## src/hdl/csd_pkg.sv

```systemverilog
// ----------------------------------------------------------------------------
// csd_pkg
// Shared widths, register codes and pipeline payload types for the capsule
// signed distance block.
// ----------------------------------------------------------------------------
package csd_pkg;

  // fixed point format
  localparam int FRAC_BITS = 16;
  localparam int CRD_W     = 32;   // coordinate width
  localparam int RAD_W     = 31;   // radius width
  localparam int ADDR_W    = 5;    // byte address of register 6 is 24

  // difference and dot product widths
  localparam int PA_W   = CRD_W + 1;          // |P - A| < 2^32
  localparam int PROD_W = 2 * PA_W;
  localparam int NUM_W  = PROD_W + 1;         // sum of three signed products
  localparam int DEN_W  = PROD_W;             // sum of three squares
  localparam int REM_W  = DEN_W + 1;          // divider remainder
  localparam int H_W    = FRAC_BITS + 1;      // segment parameter, 0..1.0

  // offset and length widths
  localparam int T_W    = PA_W + H_W + 1;     // BA * h
  localparam int QM_W   = PA_W + FRAC_BITS;   // offset magnitude
  localparam int Q_W    = QM_W + 1;           // signed offset
  localparam int LO_W   = (QM_W + 1) / 2;     // low half for square split
  localparam int HI_W   = QM_W - LO_W;
  localparam int SQ_W   = 2 * QM_W;           // one squared component
  localparam int S_W    = SQ_W + 2;           // sum of three squares
  localparam int ROOT_W = QM_W + 1;           // floor(sqrt(S))
  localparam int LEN_W  = ROOT_W + 1 - FRAC_BITS;
  localparam int D_W    = LEN_W + 2;

  // register indexes (byte address / 4)
  typedef enum logic [2:0] {
    REG_A_X    = 3'd0,
    REG_A_Y    = 3'd1,
    REG_A_Z    = 3'd2,
    REG_B_X    = 3'd3,
    REG_B_Y    = 3'd4,
    REG_B_Z    = 3'd5,
    REG_RADIUS = 3'd6
  } reg_idx_t;

  // register file contents
  typedef struct packed {
    logic signed [CRD_W-1:0] a_x;
    logic signed [CRD_W-1:0] a_y;
    logic signed [CRD_W-1:0] a_z;
    logic signed [CRD_W-1:0] b_x;
    logic signed [CRD_W-1:0] b_y;
    logic signed [CRD_W-1:0] b_z;
    logic        [RAD_W-1:0] radius;
  } csd_cfg_t;

  // three-component difference vector, elements are two's complement
  typedef logic [2:0][PA_W-1:0] pa_vec_t;

  // divider beat
  typedef struct packed {
    pa_vec_t              pa;
    logic [DEN_W-1:0]     den;
    logic [REM_W-1:0]     rem;
    logic [FRAC_BITS-1:0] quo;
    logic                 dv;    // quotient is computed
    logic                 hsat;  // parameter clamps to 1.0
  } div_pay_t;

endpackage

```

## src/hdl/csd_cfg.sv

```systemverilog
// ----------------------------------------------------------------------------
// csd_cfg
// APB register file holding the capsule endpoints and radius.
// ----------------------------------------------------------------------------
module csd_cfg import csd_pkg::*; (
  input  logic              clk,
  input  logic              rst_n,
  input  logic              psel,
  input  logic              penable,
  input  logic              pwrite,
  input  logic [ADDR_W-1:0] paddr,
  input  logic [31:0]       pwdata,
  output logic [31:0]       prdata,
  output logic              pready,
  output csd_cfg_t          cfg
);

  csd_cfg_t cfg_r;
  reg_idx_t idx;
  logic     wr;

  assign idx    = reg_idx_t'(paddr[ADDR_W-1:2]);
  assign wr     = psel & penable & pwrite;
  assign pready = 1'b1;
  assign cfg    = cfg_r;

  // register writes
  always_ff @(posedge clk) begin
    if (!rst_n) begin
      cfg_r.a_x    <= '0;
      cfg_r.a_y    <= '0;
      cfg_r.a_z    <= '0;
      cfg_r.b_x    <= '0;
      cfg_r.b_y    <= CRD_W'(1) << FRAC_BITS;
      cfg_r.b_z    <= '0;
      cfg_r.radius <= RAD_W'(1) << FRAC_BITS;
    end else if (wr) begin
      unique case (idx)
        REG_A_X:    cfg_r.a_x    <= pwdata;
        REG_A_Y:    cfg_r.a_y    <= pwdata;
        REG_A_Z:    cfg_r.a_z    <= pwdata;
        REG_B_X:    cfg_r.b_x    <= pwdata;
        REG_B_Y:    cfg_r.b_y    <= pwdata;
        REG_B_Z:    cfg_r.b_z    <= pwdata;
        REG_RADIUS: cfg_r.radius <= pwdata[RAD_W-1:0];
        default: begin
        end
      endcase
    end
  end

  // read mux
  always_comb begin
    unique case (idx)
      REG_A_X:    prdata = cfg_r.a_x;
      REG_A_Y:    prdata = cfg_r.a_y;
      REG_A_Z:    prdata = cfg_r.a_z;
      REG_B_X:    prdata = cfg_r.b_x;
      REG_B_Y:    prdata = cfg_r.b_y;
      REG_B_Z:    prdata = cfg_r.b_z;
      REG_RADIUS: prdata = {1'b0, cfg_r.radius};
      default:    prdata = '0;
    endcase
  end

endmodule

```

## config.mk

```make
export PLATFORM = sky130hd
export DESIGN_NAME = csd_cfg
export DESIGN_NICKNAME = d
export VERILOG_FILES = /design/src/hdl/csd_pkg.sv /design/src/hdl/csd_cfg.sv
export SDC_FILE = /design/constraint.sdc
export NUM_CORES = 1
export LEC_CHECK = 0
export ABC_AREA = 0
export BUFFER_PORTS_ARGS = -buffer_cell sky130_fd_sc_hd__buf_2
export CORE_ASPECT_RATIO = 0.6
export CORE_MARGIN = 8
export CORE_UTILIZATION = 40
export DETAILED_ROUTE_END_ITERATION = 10
export HOLD_SLACK_MARGIN = 0.1
export PLACE_DENSITY = 0.62
export SLEW_MARGIN = 10
export SYNTH_ARGS = -nofsm -noshare
export SYNTH_HDL_FRONTEND = slang
export SYNTH_SLANG_ARGS = --single-unit
```

## constraint.sdc

```tcl
create_clock -name clk -period 1.5 [get_ports clk]
set_clock_uncertainty 0.05 [all_clocks]
set_input_delay 0.15 -clock clk [delete_from_list [all_inputs] [get_ports clk]]
set_output_delay 0.15 -clock clk [all_outputs]
set_load 0.005 [all_outputs]
```

==> flow_summary.toml, run 1 <==
[cts]
numCtsBuffers = 23
cts_tree = "yes"
clock_sinks = 223
cts-root-buf = "clkbuf_16"
clock_latency_ps = 530
cts_buffer_depth = 3
h-tree-depth = 1
cts.reportedPaths.clkPinSlew_ps = 70

[worst_hold_path]
worst_hold_path_type = "in2reg"

[floorplan]
pin_count = 298
initial_core_util = 0.407
die_area_um2 = 30000
die_w_um = 218
die_h_um = 137
core_area_um2 = 24100
placementRows = 44

[global_route]
grt_pass1_vias = 9260
overflow = 0
grt_max_degree = 58
grt_pass1_wl_um = 55500
grt_use_total = 0.234
antenna_found_initial = 0

[sta]
period_share = 1.26
tightest_slew_ps = 704
slew_headroom = 0.529
maxSlewViolCount = 0
fin_crit_ps = 1890
setup_viol = 32
setup_ws_ps = -385
rsz0062_at_grt = "true"
setup-tns-final_ps = -7690
finalHoldViolations = 0
fmax_ghz = 0.530

[finish]
fin_nets = 1448
area_growth_pct = 44.2
largest_reg_flops = 223
n_antenna_cell = 0
final_layout_size_suffix_gt1_frac = 0.452
layout.cells.most_common_list = "mux2i_1 (297), buf_2 (292), nand2_1 (254)"
final_common_cell = "mux2i_1"
post-route-util = 0.587

[placed_design]
hpwlAfterDp_um = 25600
routabilityCongestion = 0.805
port_buffers = 294

[synthesis]
synth.yosys.seq_area_share = 0.455
ys_warn_count = 0
yosysUniqueCellTypes = 30
syn_avg_cell_area_um2 = 9.98
synth_seq_cells = 223
synth_top_area_frac = 0.455
ys_top_cells_by_area = "dfxtp_1 (45%), mux2i_1 (30%), nand2_1 (9.7%), o221a_2 (2.4%), a221oi_1 (1.9%)"
syn_area_um2 = 9810
syn_nets = 1025
syn_inst = 983
yosysTopAreaCell = "dfxtp_1"

[setup_path]
startpoint_type = "flop"
cp_cell_sequence = "mux2_2, a222oi_1, o211ai_1, buf_2"
critPathKind = "reg2out"
crit_fanout = 2
reg2reg_setup_slack_ps = 610
cpPeakStageDelay_ps = 320
worstPathArrival_ps = 1690
crit_path_end_kind = "primary output"
worstPathRequired_ps = 1300
critical-path-slowest-cell = "dfxtp_2"

[routing]
viasPerCell = 5.32
wl_per_cell_um = 21.4
drc = 0
detail-route-antenna-nets = 0
num_vias = 9271
drt_iter0_drc = 770
dr.pass1.iters = 8
routed_wl_um = 37400

[power]
ir_drop_v = 0.000701
power_density_nw_per_um2 = 896
p_leak_nw = 6.65
total_power_mw = 12.7

[status]
outcome = "finished with violations"
violations = "negative setup slack"

[flow_run]
maxCapViolCount = 0
## critical path, delay by kind of cell (launching register included)
family / cells / cell delay [ps]
compound gates: 2 / 420
buf+inv: 1 / 160
flops: 1 / 320
mux: 1 / 250
## path summary, 6_finish.rpt
path	startpoint	end	cells past startpoint
worst min register to register	cfg[92]	cfg[92]	2
worst max register to register	cfg[13]	cfg[13]	4
worst min-delay path	penable	cfg[138]	5
worst max-delay path	cfg[0]	prdata[0]	4
## cell usage after synthesis (all sizes together)
master,n
mux2i,298
nand2,254
dfxtp,223
clkbuf,43
buf,38
inv,22
a221oi,21
o221a,21
mux2,10
a222oi,9
nand3b,9
o211ai,9
nor2,5
nor2b,5
and3b,2
nand2b,2
nor3,2
or2,2
a311o,1
conb,1
mux4,1
nand4,1
nand4b,1
o22ai,1
o2bb2ai,1
or3,1
## through the flow
| stage | hold slack [ps] | area [um^2] | instances | setup slack [ps] |
|---|---|---|---|---|
| floorplan | 270 | 9810 | 983 | 94.8 |
| global placement | 379 | 12300 | 1601 | -220 |
| detailed placement | 391 | 12300 | 1601 | -231 |
| CTS | 196 | 14000 | 1738 | -385 |
| global route | 206 | 14100 | 1743 | -444 |
| finish | 216 | 14100 | 1743 | -385 |
## repair_timing
item                       4_1_cts  5_1_grt
setup endpoints to repair       32       32
setup buffers                   63        5
hold buffers                    33        0
pin swaps                       32       21
hold endpoints to repair       223        0
cloned                           1        0
resized for setup              111       24
## power by group
part / switching (mW) / internal, mW
sequential: 0.0354 / 5.97
combinational: 0.655 / 0.511
clock: 2.47 / 3.04
total: 3.16 / 9.52
## per-layer routing
metal	part of all wire	vias to the layer above	GRT usage	wire, um
met3	0.076	68	0.0524	2840
met1	0.46	4536	0.326	17300
li1	-	4275	-	-
met5	0	-	0	0
met2	0.43	392	0.362	16200
met4	0.026	0	0.0636	960
## logic make-up after synthesis
| kind of cell | after synthesis | share of synthesized area |
|---|---|---|
| flops | 223 | 0.455 |
| mux | 309 | 0.318 |
| compound gates | 63 | 0.0615 |
| other cells | 1 | 0.000382 |
| buf+inv | 103 | 0.0463 |
| simple gates | 284 | 0.119 |
## cell type report
cell class	instances	area, um^2
Clock buffer	34	657
Clock inverter	6	40.0
Fill cell	2106	9960
Inverter	22	82.6
Multi-Input combinational cell	658	5190
Sequential cell	223	4570
Tap cell	322	403
Timing Repair Buffer	478	3210
Note: power is estimated with default switching activity, not from simulation.
==> run 2, diff against run 1 <==
- PLACE_DENSITY: 0.62 -> 0.67
==> flow_summary.toml, run 2 (synthesized netlist as in run 1, its figures left out) <==
[floorplan]
pin_count = 298
placementRows = 44
core_area_um2 = 24100
die_w_um = 218
die_h_um = 137
initial_core_util = 0.407
die_area_um2 = 30000

[sta]
period_share = 1.23
fin_crit_ps = 1850
fmax_ghz = 0.541
rsz0062_at_grt = "true"
setup_viol = 32
fin_hold_ws_ps = 236
setup_ws_ps = -349
setup-tns-final_ps = -7480
maxSlewViolCount = 0
finalHoldViolations = 0

[status]
violations = "negative setup slack"
outcome = "finished with violations"

[global_route]
grt_pass1_wl_um = 56100
grt_pass1_vias = 9389
antenna_found_initial = 0
grt_max_degree = 39
grt_use_total = 0.237
overflow = 0

[placed_design]
dp_cells = 1602
routabilityCongestion = 0.828
place_ws_ps = -201
port_buffers = 294
dpl-instance-area_um2 = 12300
hpwlAfterDp_um = 25800

[setup_path]
crit_fanout = 2
worst_r2r_path_depth = 4
worstPathRequired_ps = 1300
cp_cell_sequence = "mux2_4, a222oi_1, o211ai_1, buf_2"
cpPeakStageDelay_ps = 320
r2r-end = "cfg[181]"
critical-path-slowest-cell = "dfxtp_2"
worstPathArrival_ps = 1650
reg2reg_setup_slack_ps = 220
startpoint_type = "flop"
r2r_start = "cfg[181]"
crit_path_end_kind = "primary output"
critPathKind = "reg2out"

[cts]
cts-root-buf = "clkbuf_16"
cts_buffer_depth = 3
numCtsBuffers = 22
h-tree-depth = 1
clock_sinks = 223
clock_latency_ps = 510
cts_tree = "yes"
cts.reportedPaths.clkPinSlew_ps = 70

[power]
p_leak_nw = 6.75
ir_drop_v = 0.000567
power_density_nw_per_um2 = 925

[finish]
fill_cells = 2044
layout.cells.most_common_list = "mux2i_1 (296), buf_2 (292), nand2_1 (253)"
regArea_um2 = 4580
multi_input_area_um2 = 5160
fin_nets = 1455
final_layout_size_suffix_gt1_frac = 0.462
n_antenna_cell = 0
area_growth_pct = 46.3
fin_cells = 1750
final_common_cell = "mux2i_1"
design_area_um2 = 14400
largest_reg_flops = 223

[routing]
num_vias = 9326
wl_per_cell_um = 21.6
drc = 0
routed_wl_um = 37800
dr.pass1.iters = 5
drt_iter0_drc = 768
detail-route-antenna-nets = 0
viasPerCell = 5.33

[worst_hold_path]
whs_path_depth = 5
min_to = "cfg[63]"
worst_hold_path_type = "in2reg"
min_from = "penable"

[flow_run]
maxCapViolCount = 0
[run 2: layout make-up]
class	count	area share
clock buffer	29	0.0458
clock inverter	10	0.00941
inverter	22	0.00575
multi-input combinational	657	0.360
sequential	223	0.319
tap	322	0.0281
timing repair buffer	487	0.232
[run 2: worst max-delay path by stage]
stage                         from          to  slack, ps
final                      cfg[74]  prdata[11]       -350
after global routing       cfg[76]  prdata[13]       -490
after CTS                  cfg[27]  prdata[27]       -360
after detailed placement  paddr[3]  prdata[27]       -200
after global placement    paddr[3]   prdata[7]       -170
after floorplan           paddr[3]   prdata[0]         90
[run 2: stage by stage]
| step | power, mW | util |
|---|---|---|
| after floorplan | 6.63 | - |
| after global placement | 7.14 | 0.511 |
| after detailed placement | 7.15 | 0.511 |
| after CTS | 13.3 | 0.587 |
| after global routing | 13.6 | 0.595 |
| final | 13.3 | 0.595 |
[run 2: what timing repair did]
action / in CTS / in global routing
hold buffers: 34 / 0
endpoints found under the setup margin: 32 / 33
gates cloned: 0 / 0
setup buffers: 57 / 18
resized for setup: 115 / 23
pin swaps: 29 / 16
endpoints found under the hold margin: 223 / 0
[run 2: worst max-delay path, delay by kind of cell (launching register included)]
| kind | cells | cell delay (ps) |
|---|---|---|
| buf+inv | 1 | 160 |
| flops | 1 | 320 |
| compound gates | 2 | 400 |
| mux | 1 | 260 |
[run 2: power by group]
part / internal, mW / total [mW] / leakage (nW) / switching (mW)
Combinational: 0.534 / 1.19 / 4.51 / 0.653
Sequential: 5.96 / 6.00 / 1.84 / 0.0365
Clock: 3.61 / 6.09 / 0.393 / 2.48
[run 2: per-layer routing]
metal  GRT usage  up-vias  part of all wire  routed length (um)
li1            -     4291                 -                   -
met1       0.328     4576              0.46               17400
met2       0.372      383              0.44               16600
met3      0.0478       76             0.072                2730
met4      0.0677        0             0.028                1070
met5           0        -                 0                   0
